<file path="config.mk">
export PLATFORM = sky130hd
export DESIGN_NAME = wildcard_star_matcher
export DESIGN_NICKNAME = d
export VERILOG_FILES = /design/src/rtl/wsm_pkg.sv /design/src/rtl/wsm_cell.sv /design/src/rtl/wsm_closure.sv /design/src/rtl/wildcard_star_matcher.sv
export SDC_FILE = /design/constraint.sdc
export NUM_CORES = 1
export LEC_CHECK = 0
export BUFFER_PORTS_ARGS = -buffer_cell sky130_fd_sc_hd__buf_2
export CAP_MARGIN = 20
export CORE_UTILIZATION = 45
export DETAILED_ROUTE_END_ITERATION = 16
export PLACE_DENSITY = 0.61
export SLEW_MARGIN = 20
export SYNTH_ARGS = -nofsm -noshare
export SYNTH_HDL_FRONTEND = slang
export SYNTH_SLANG_ARGS = --single-unit
</file>
<file path="constraint.sdc">
create_clock -name aclk -period 12.3 [get_ports aclk]
set_clock_uncertainty 0.1 [all_clocks]
set_input_delay 2.46 -clock aclk [delete_from_list [all_inputs] [get_ports aclk]]
set_output_delay 2.46 -clock aclk [all_outputs]
set_load 0.01 [all_outputs]
</file>
<file path="src/rtl/wsm_pkg.sv">
// ----------------------------------------------------------------------------
// wsm_pkg
// shared types and constants for the star-only wildcard matcher
// ----------------------------------------------------------------------------
package wsm_pkg;

    localparam int PATTERN_MAX_DEF     = 63;
    localparam int WORD_LENGTH_MAX_DEF = 255;
    localparam int CHAR_W              = 8;
    localparam int WORD_LEN_W          = 8;

    localparam logic [CHAR_W-1:0] STAR_CHAR = 8'd42;

    typedef enum logic [1:0] {
        ACT_CLEAR  = 2'd0,
        ACT_APPEND = 2'd1,
        ACT_CHAR   = 2'd2,
        ACT_END    = 2'd3
    } action_t;

    typedef struct packed {
        action_t           action;
        logic [CHAR_W-1:0] ch;
    } in_word_t;

    typedef struct packed {
        logic                  matched;
        logic [WORD_LEN_W-1:0] word_length;
        logic                  pattern_overflow;
    } out_word_t;

    // broadcast from the top level to every cell
    typedef struct packed {
        logic              restart;
        logic              step;
        logic [CHAR_W-1:0] ch;
    } cell_ctl_t;

    // what a cell reports back for the closure network and its neighbor
    typedef struct packed {
        logic raw;
        logic prop;
        logic adv;
    } cell_stat_t;

endpackage

</file>
<file path="src/rtl/wsm_cell.sv">
// ----------------------------------------------------------------------------
// wsm_cell
// one pattern position: stored char and the raw active bit of the position
// ----------------------------------------------------------------------------
module wsm_cell #(
    parameter bit IS_FIRST = 1'b0
) (
    input  logic                            aclk,
    input  logic                            aresetn,
    input  wsm_pkg::cell_ctl_t              ctl,
    input  logic                            wr_en,
    input  logic                            pos_valid,
    input  logic                            closed,
    input  logic                            adv_in,
    output wsm_pkg::cell_stat_t             stat
);

    logic [wsm_pkg::CHAR_W-1:0] char_reg;
    logic                       raw_reg;
    logic                       raw_next;
    logic                       is_star;
    logic                       keep;

    assign is_star = (char_reg == wsm_pkg::STAR_CHAR);
    // star stays put on any char, literal moves to the next position on a hit
    assign keep    = pos_valid & closed & is_star;

    assign stat.raw  = raw_reg;
    assign stat.prop = pos_valid & is_star;
    assign stat.adv  = pos_valid & closed & ~is_star & (char_reg == ctl.ch);

    always_comb begin
        raw_next = raw_reg;
        if (ctl.restart) begin
            raw_next = IS_FIRST;
        end else if (ctl.step) begin
            raw_next = keep | adv_in;
        end
    end

    always_ff @(posedge aclk) begin
        if (!aresetn) begin
            raw_reg <= IS_FIRST;
        end else begin
            raw_reg <= raw_next;
        end
    end

    always_ff @(posedge aclk) begin
        if (wr_en) begin
            char_reg <= ctl.ch;
        end
    end

endmodule

</file>
<file path="src/rtl/wsm_closure.sv">
// ----------------------------------------------------------------------------
// wsm_closure
// star closure of the raw active set as a parallel prefix network
// ----------------------------------------------------------------------------
module wsm_closure #(
    parameter int N = 64
) (
    input  logic [N-1:0] gen_in,
    input  logic [N-2:0] prop_in,
    output logic [N-1:0] closed
);

    localparam int LEVELS = $clog2(N);

    always_comb begin
        logic [N-1:0] g_cur;
        logic [N-1:0] p_cur;
        logic [N-1:0] g_prev;
        logic [N-1:0] p_prev;
        int           d;
        g_cur = gen_in;
        // span of position j starts as the pattern char just below it
        p_cur = {prop_in, 1'b0};
        for (int k = 0; k < LEVELS; k++) begin
            d      = 1 << k;
            g_prev = g_cur;
            p_prev = p_cur;
            for (int j = 0; j < N; j++) begin
                if (j >= d) begin
                    g_cur[j] = g_prev[j] | (p_prev[j] & g_prev[j-d]);
                    p_cur[j] = p_prev[j] & p_prev[j-d];
                end else begin
                    p_cur[j] = 1'b0;
                end
            end
        end
        closed = g_cur;
    end

endmodule

</file>
<file path="src/rtl/wildcard_star_matcher.sv">
// ----------------------------------------------------------------------------
// wildcard_star_matcher
// streamed star-only glob matcher over a stored pattern
// ----------------------------------------------------------------------------
// Input words are accepted back to back: clear, pattern append, word char and
// end of word alike, and a result is ready in the output register in the
// cycle after its end-of-word word is taken. Only an end-of-word word
// waits, and only while the previous result is still held by m_ready low;
// all other words keep flowing. The pattern lives in a row of PATTERN_MAX
// cells, each with its char and the raw active bit of its position; the
// cycle path is the star closure (a prefix network of log2(PATTERN_MAX+1)
// levels) followed by one byte compare in each cell. The active set is kept
// before closure, so a clear or an append only resets it to position zero.
// ----------------------------------------------------------------------------
module wildcard_star_matcher #(
    parameter int PATTERN_MAX     = wsm_pkg::PATTERN_MAX_DEF,
    parameter int WORD_LENGTH_MAX = wsm_pkg::WORD_LENGTH_MAX_DEF
) (
    input  logic               aclk,
    input  logic               aresetn,
    input  logic               s_valid,
    output logic               s_ready,
    input  wsm_pkg::in_word_t  s_data,
    output logic               m_valid,
    input  logic               m_ready,
    output wsm_pkg::out_word_t m_data
);

    localparam int NPOS  = PATTERN_MAX + 1;
    localparam int LEN_W = $clog2(NPOS);
    localparam logic [LEN_W-1:0] LEN_MAX = LEN_W'(PATTERN_MAX);
    localparam logic [wsm_pkg::WORD_LEN_W-1:0] WC_MAX =
        wsm_pkg::WORD_LEN_W'(WORD_LENGTH_MAX);
    localparam logic [wsm_pkg::WORD_LEN_W-1:0] WC_ONE =
        wsm_pkg::WORD_LEN_W'(1);

    // handshake
    logic s_fire;
    logic is_clear, is_append, is_char, is_end;

    // pattern and word state
    logic [LEN_W-1:0]               len_reg, len_next;
    logic                           ovf_reg, ovf_next;
    logic [wsm_pkg::WORD_LEN_W-1:0] wc_reg, wc_next;
    logic                           raw_end_reg, raw_end_next;

    // output register
    logic               m_valid_reg, m_valid_next;
    wsm_pkg::out_word_t m_data_reg;

    // cell row
    wsm_pkg::cell_ctl_t             ctl;
    wsm_pkg::cell_stat_t            stat [PATTERN_MAX];
    logic [PATTERN_MAX-1:0]         pos_valid;
    logic [PATTERN_MAX-1:0]         prop_vec;
    logic [NPOS-1:0]                raw_vec;
    logic [NPOS-1:0]                closed_vec;
    logic [NPOS-1:0]                pos_mask;

    // end of word only waits for a free output register
    assign s_ready = ~m_valid_reg | m_ready | (s_data.action != wsm_pkg::ACT_END);
    assign s_fire  = s_valid & s_ready;

    assign is_clear  = s_fire & (s_data.action == wsm_pkg::ACT_CLEAR);
    assign is_append = s_fire & (s_data.action == wsm_pkg::ACT_APPEND);
    assign is_char   = s_fire & (s_data.action == wsm_pkg::ACT_CHAR);
    assign is_end    = s_fire & (s_data.action == wsm_pkg::ACT_END);

    // any pattern change or finished word starts the next word fresh
    assign ctl.restart = is_clear | is_append | is_end;
    assign ctl.step    = is_char;
    assign ctl.ch      = s_data.ch;

    // positions in use and the valid-position mask for checking
    always_comb begin
        for (int i = 0; i < PATTERN_MAX; i++) begin
            pos_valid[i] = (LEN_W'(i) < len_reg);
        end
        for (int j = 0; j < NPOS; j++) begin
            pos_mask[j] = (LEN_W'(j) <= len_reg);
        end
    end

    // row of cells, each handing its advance bit to the right neighbor
    for (genvar i = 0; i < PATTERN_MAX; i++) begin : g_cell
        logic adv_in;
        if (i == 0) begin : g_first
            assign adv_in = 1'b0;
        end else begin : g_rest
            assign adv_in = stat[i-1].adv;
        end

        wsm_cell #(
            .IS_FIRST (i == 0)
        ) u_cell (
            .aclk      (aclk),
            .aresetn   (aresetn),
            .ctl       (ctl),
            .wr_en     (is_append & (len_reg == LEN_W'(i))),
            .pos_valid (pos_valid[i]),
            .closed    (closed_vec[i]),
            .adv_in    (adv_in),
            .stat      (stat[i])
        );

        assign raw_vec[i]  = stat[i].raw;
        assign prop_vec[i] = stat[i].prop;
    end

    // final position exists past the last cell
    assign raw_vec[PATTERN_MAX] = raw_end_reg;

    wsm_closure #(
        .N (NPOS)
    ) u_closure (
        .gen_in  (raw_vec),
        .prop_in (prop_vec),
        .closed  (closed_vec)
    );

    always_comb begin
        len_next     = len_reg;
        ovf_next     = ovf_reg;
        wc_next      = wc_reg;
        raw_end_next = raw_end_reg;
        m_valid_next = m_valid_reg & ~m_ready;

        if (is_clear) begin
            len_next = '0;
            ovf_next = 1'b0;
        end
        if (is_append) begin
            if (len_reg < LEN_MAX) begin
                len_next = len_reg + LEN_W'(1);
            end else begin
                ovf_next = 1'b1;
            end
        end
        if (ctl.restart) begin
            wc_next      = '0;
            raw_end_next = 1'b0;
        end else if (is_char) begin
            raw_end_next = stat[PATTERN_MAX-1].adv;
            if (wc_reg < WC_MAX) begin
                wc_next = wc_reg + WC_ONE;
            end
        end
        if (is_end) begin
            m_valid_next = 1'b1;
        end
    end

    always_ff @(posedge aclk) begin
        if (!aresetn) begin
            len_reg     <= '0;
            ovf_reg     <= 1'b0;
            wc_reg      <= '0;
            raw_end_reg <= 1'b0;
            m_valid_reg <= 1'b0;
        end else begin
            len_reg     <= len_next;
            ovf_reg     <= ovf_next;
            wc_reg      <= wc_next;
            raw_end_reg <= raw_end_next;
            m_valid_reg <= m_valid_next;
        end
    end

    // result payload
    always_ff @(posedge aclk) begin
        if (is_end) begin
            m_data_reg.matched          <= closed_vec[len_reg];
            m_data_reg.word_length      <= wc_reg;
            m_data_reg.pattern_overflow <= ovf_reg;
        end
    end

    assign m_valid = m_valid_reg;
    assign m_data  = m_data_reg;

    // no active position ever lies beyond the pattern end
    a_raw_in_range: assert property (@(posedge aclk) disable iff (!aresetn)
        (raw_vec & ~pos_mask) == '0)
        else $error("active position beyond pattern length");

    a_len_bound: assert property (@(posedge aclk) disable iff (!aresetn)
        len_reg <= LEN_MAX)
        else $error("pattern length out of range");

    a_wc_bound: assert property (@(posedge aclk) disable iff (!aresetn)
        wc_reg <= WC_MAX)
        else $error("word count past saturation");

    a_end_result: assert property (@(posedge aclk) disable iff (!aresetn)
        is_end |=> m_valid_reg && (m_data_reg.word_length == $past(wc_reg)))
        else $error("end of word gave no result");

    a_clear: assert property (@(posedge aclk) disable iff (!aresetn)
        is_clear |=> (len_reg == '0) && !ovf_reg && (raw_vec == NPOS'(1)))
        else $error("clear did not reset pattern state");

endmodule
</file>
# == Word level (Yosys, flattened, before mapping) ==
# Cells that the tools add are included.
# word_totals
ff_bits,594
in_bits,14
# classes
addsub,2
n_lt_le_gt_ge,66
n_eq_ne,192
n_mux,9
bitwise,1416
n_reduce_logical,4
# op_table
operator,n
$and A1 B1 Y1,963
$eq A8 B6 Y1 const B,63
$eq A8 B8 Y1,63
$or A1 B1 Y1,387
$eq A6 B6 Y1 const B,31
$lt A6 B6 Y1 const A,31
$eq A6 B5 Y1 const B,16
$lt A5 B6 Y1 const A,16
$not A1 Y1,66
$eq A6 B4 Y1 const B,8
$lt A4 B6 Y1 const A,8
$eq A6 B3 Y1 const B,4
$lt A3 B6 Y1 const A,4
$mux W6,3
$eq A6 B2 Y1 const B,2
$lt A1 B6 Y1 const A,2
$lt A2 B6 Y1 const A,2
$add A8 B1 Y8 const B,1
$lt A8 B8 Y1 const B,1
$lt A6 B7 Y1 const B,1
$add A6 B1 Y6 const B,1
$bmux W1 S6,1
$eq A6 B1 Y1 const B,1
$logic_not A6 Y1,1
8 further kinds,13

# == Logic depth before layout (Yosys ltp) ==
# logic_depth
word_depth,17
mapped_depth,21

# == Hierarchy ==
# Synthesis repeated with hierarchy kept, for this count alone.
# unflattened
hier_cells,2527
area_unflattened_um2,31758.0
# modules_own_cells
module,n_inst,cells_per_inst,area_per_inst_um2
wsm_cell at g_cell[10].u_cell ...,62,29,431.7
wildcard_star_matcher,1,363,2630.0
wsm_closure,1,337,1939.4
wsm_cell at g_cell[0].u_cell,1,29,425.4

# == Worst setup path after synthesis ==
# OpenSTA, ideal clock, no wires.
# synth_timing
path_kind,input to output
from,input m_ready
to,output s_ready
arrival_ns,2.730
required_time_ns,9.740
setup_slack_ns,7.010
cell_stages,2
path_buffers,0
path_cell_list,nor2b_1 nand3_1
# synth_between
elab_chain_cells,2
# synth_rtl
element,line_no,source
from (decl),wildcard_star_matcher.sv:25,"input logic m_ready,"
$or A1 B1 Y1 (2 in series),wildcard_star_matcher.sv:61,assign s_ready = ~m_valid_reg | m_ready | (s_data.action != wsm_pkg::ACT_END);
to (decl),wildcard_star_matcher.sv:22,"output logic s_ready,"
# Every way passes these cells.

# == Worst setup path in the final report ==
# layout_timing
from,register len_reg[1]
to,"register m_data_reg, in the netlist m_data[9], data pin"
# layout_between
elab_chain_cells,16
# layout_rtl
element,line_no,source
from (decl),wildcard_star_matcher.sv:42,"logic [LEN_W-1:0] len_reg, len_next;"
from (signal assigned),wildcard_star_matcher.sv:161,len_reg <= len_next;
$lt A1 B6 Y1,wildcard_star_matcher.sv:77,pos_valid[i] = (LEN_W'(i) < len_reg);
$and A1 B1 Y1,wsm_cell.sv:29,assign stat.prop = pos_valid & is_star;
$and A1 B1 Y1,wsm_closure.sv:30,g_cur[j] = g_prev[j] | (p_prev[j] & g_prev[j-d]);
$or A1 B1 Y1,wsm_closure.sv:30,
$and A1 B1 Y1,wsm_closure.sv:30,
$or A1 B1 Y1,wsm_closure.sv:30,
$and A1 B1 Y1,wsm_closure.sv:30,
$or A1 B1 Y1,wsm_closure.sv:30,
$and A1 B1 Y1,wsm_closure.sv:30,
$or A1 B1 Y1,wsm_closure.sv:30,
$and A1 B1 Y1,wsm_closure.sv:30,
$or A1 B1 Y1,wsm_closure.sv:30,
$and A1 B1 Y1,wsm_closure.sv:30,
$or A1 B1 Y1,wsm_closure.sv:30,
$bmux W1 S6 *,wildcard_star_matcher.sv:172,m_data_reg.matched <= closed_vec[len_reg];
$mux W1 (not written as such) *,wildcard_star_matcher.sv:172,
to (decl),wildcard_star_matcher.sv:49,wsm_pkg::out_word_t m_data_reg;
# Every way passes the cells marked *; elsewhere a longest branch is shown, timed or not. The select of a mux whose other input is x is not followed.
# A chain may end at the register's enable or synchronous reset.

==> flow_metrics.env <==
export IMPL_largest_register_ffs=504
export IMPL_core_area_mm2=0.0676
export IMPL_start_util=0.459
export IMPL_fmax_mhz=169
export IMPL_slew_limit_headroom=0.237
export IMPL_diodes=0
export IMPL_drv_slew=0
export IMPL_routabilityCongestion=0.943
export IMPL_cts_buffers=61
export IMPL_hpwlAfterDp_um=58400
export IMPL_crit_arrival_ns=6.23
export IMPL_cp_max_fo=13
export IMPL_netlist_instances=2682
export IMPL_boundaryPins=26
export IMPL_grt_use_total=0.251
export IMPL_port_buffers=25
export IMPL_endpoint="m_data[9]$_DFFE_PP_"
export IMPL_drive_gt1_frac=0.0872
export IMPL_grt_pass1_vias=22000
export IMPL_ys_async_sr_fraction=0
export IMPL_viasPerCell=6.17
export IMPL_row_count=95
export IMPL_grt_pass1_wl_um=135000
export IMPL_status="completed"
export IMPL_maxCapViolations=0
export IMPL_hp_class="flop to flop"
export IMPL_rsz0062_at_grt="no"
export IMPL_netlist_area_mm2=0.0310
export IMPL_fp_dieH_um=265
export IMPL_synthesis_nets=2701
export IMPL_via_count=22200
export IMPL_postCtsHoldBufs=0
export IMPL_clk_path_buf_depth=3
export IMPL_clock_sinks=594
export IMPL_p_per_area_mw_per_mm2=130
export IMPL_grt_max_degree=83
export IMPL_worstMarginPinSlew_ns=1.14
export IMPL_cts_tree="done"
export IMPL_synth_edff_count=514
export IMPL_ff2ff_path_depth=14
export IMPL_ys_ff_latch=594
export IMPL_finish_utilization=0.507
export IMPL_die_width_um=265
export IMPL_clkLatencyLatePin_ns=0.65
export IMPL_hold_viol_final=0
export IMPL_power_mw=4.46
export IMPL_crit_required_ns=12.60
export IMPL_end_kind="flop"
export IMPL_cts_root_buf="clkbuf_16"
export IMPL_start_kind="flop"
export IMPL_post_cts_buffers=0
export IMPL_path_class="flop to flop"
export IMPL_finalNetCount=2695
export IMPL_hp_start="g_cell[35].u_cell.raw_reg$_SDFFE_PP0P_"
export IMPL_ys_warn_count=0
export IMPL_drt_pre_antenna_iters=5
export IMPL_fin_crit_sh=0.482
export IMPL_grt_overflow=0
export IMPL_final_antenna_net_count=0
export IMPL_hold_depth=2
export IMPL_synth_distinct_cells=103
export IMPL_drt_initial_drc_count=2274
export IMPL_vdd_ir_drop_max_mv=0.0960
export IMPL_area_growth_pct=10.5
export IMPL_antenna_found_initial=0
export IMPL_syn_avg_cell_area_um2=11.6
export IMPL_ys_seq_area_frac=0.549
export IMPL_drc_errors=0
export IMPL_cts_repair_resized=0
export IMPL_r2r_slack_ns=6.37
export IMPL_p_leak_nw=10.8
export IMPL_clkTransAtPathRegs_ns=0.07
export IMPL_final_min_clock_period_ns=5.93
export IMPL_tns_ns=0
export IMPL_setup_viol=0
export IMPL_timing_rr_start="len_reg[1]$_SDFF_PN0_"
export IMPL_r2r_end="m_data[9]$_DFFE_PP_"
export IMPL_drt_wirelength_per_cell_um=24.3
export IMPL_die_area_mm2=0.0700
export IMPL_cp_startpoint="len_reg[1]$_SDFF_PN0_"
export IMPL_cts_htree_levels=2
export IMPL_routed_wl_um=87700
export IMPL_synth_ff_type="edfxtp_1"
==> placed cells by master, fill, tap and decap left out, types with 80 or more instances in the layout <==
cell type  instances
nor3_1            80
nand2_1          144
nor4_1            86
xor2_1           288
nand4_1           87
xnor2_1          222
a21oi_1           86
edfxtp_1         514
nor2_1           228
==> cell usage after synthesis (all sizes together), types with 7 or more instances <==
library cell	instances	share of area
edfxtp	514	0.50
xor2	288	0.081
nor2	228	0.028
xnor2	222	0.063
nand2	145	0.018
nor3	90	0.015
a21oi	89	0.015
nand4	87	0.018
nor4	87	0.018
clkbuf	82	0.0099
dfxtp	80	0.052
o21ai	80	0.013
nand3	67	0.011
nor4b	64	0.020
nor4bb	59	0.019
buf	51	0.0085
a211oi	40	0.0098
inv	39	0.0047
a21o	22	0.0053
o211ai	21	0.0058
and2	19	0.0038
o31ai	18	0.0051
a31oi	17	0.0044
and3	15	0.0030
nor2b	15	0.0030
o2111ai	13	0.0039
or2	13	0.0026
nand2b	12	0.0024
o21a	12	0.0029
o221ai	12	0.0036
a311oi	10	0.0028
and4b	10	0.0032
or3	10	0.0020
a221oi	9	0.0027
a41oi	9	0.0028
o211a	9	0.0029
a21boi	8	0.0019
o21bai	8	0.0019
or4	8	0.0021
o311ai	7	0.0020
==> power breakdown <==
group	switching [mW]	internal, mW
Combinational	0.157	0.0704
Sequential	0.00669	2.19
Clock	0.792	1.24
==> final cells by class <==
class	instances	area, µm²
Tap cell	873	1090
Clock inverter	37	518
Fill cell	5793	33400
Sequential cell	594	17000
Timing Repair Buffer	64	465
Clock buffer	79	1700
Multi-Input combinational cell	1915	13300
Inverter	40	150
==> worst max-delay path, cell delays in order, from the launching register on <==
cell	delay, ns
dfxtp_2	0.32
inv_1	0.50
ha_1	0.59
nand2b_1	0.54
a21oi_1	0.54
nor2_1	0.16
a2111oi_0	0.45
a211oi_1	0.17
o31ai_2	0.37
nand2b_1	0.29
o21ai_0	0.70
mux4_2	0.39
o221ai_1	0.13
o311a_1	0.22
o32a_1	0.20
==> how the worst min path moves through the flow <==
stage,to
finish,g_cell[35].u_cell.raw_reg$_SDFFE_PP0P_
global route,raw_end_reg$_SDFFE_PP0P_
CTS,raw_end_reg$_SDFFE_PP0P_
detailed placement,raw_end_reg$_SDFFE_PP0P_
global placement,g_cell[61].u_cell.raw_reg$_SDFFE_PP0P_
floorplan,m_data[0]$_DFFE_PP_
==> stage by stage <==
| step | cell area, µm² | setup WS [ns] | instances | hold slack (ns) |
|---|---|---|---|---|
| 2_1_floorplan | 31000 | 7.01 | 2682 | 0.309 |
| 3_3_place_gp | 32000 | 6.70 | 3485 | 0.341 |
| 3_5_place_dp | 32000 | 6.50 | 3485 | 0.353 |
| 4_1_cts | 34200 | 6.53 | 3601 | 0.362 |
| 5_1_grt | 34300 | 6.22 | 3602 | 0.377 |
| 6_report | 34300 | 6.37 | 3602 | 0.365 |
==> layer usage <==
metal,vias to the layer above,part of all wire,GRT usage
li1,10100,-,-
met1,11100,0.45,0.356
met3,173,0.061,0.0349
met2,767,0.46,0.398
met5,-,0,0
met4,0,0.031,0.0823
==> logic make-up after synthesis <==
logic type | Yosys count | synth area share
simple gates | 943 | 0.171
flops | 594 | 0.549
xor+xnor | 510 | 0.144
compound gates | 451 | 0.107
buf+inv | 173 | 0.0233
mux | 6 | 0.00274
fa+ha+maj | 5 | 0.00202
Note: power is estimated with default switching activity, not from simulation.
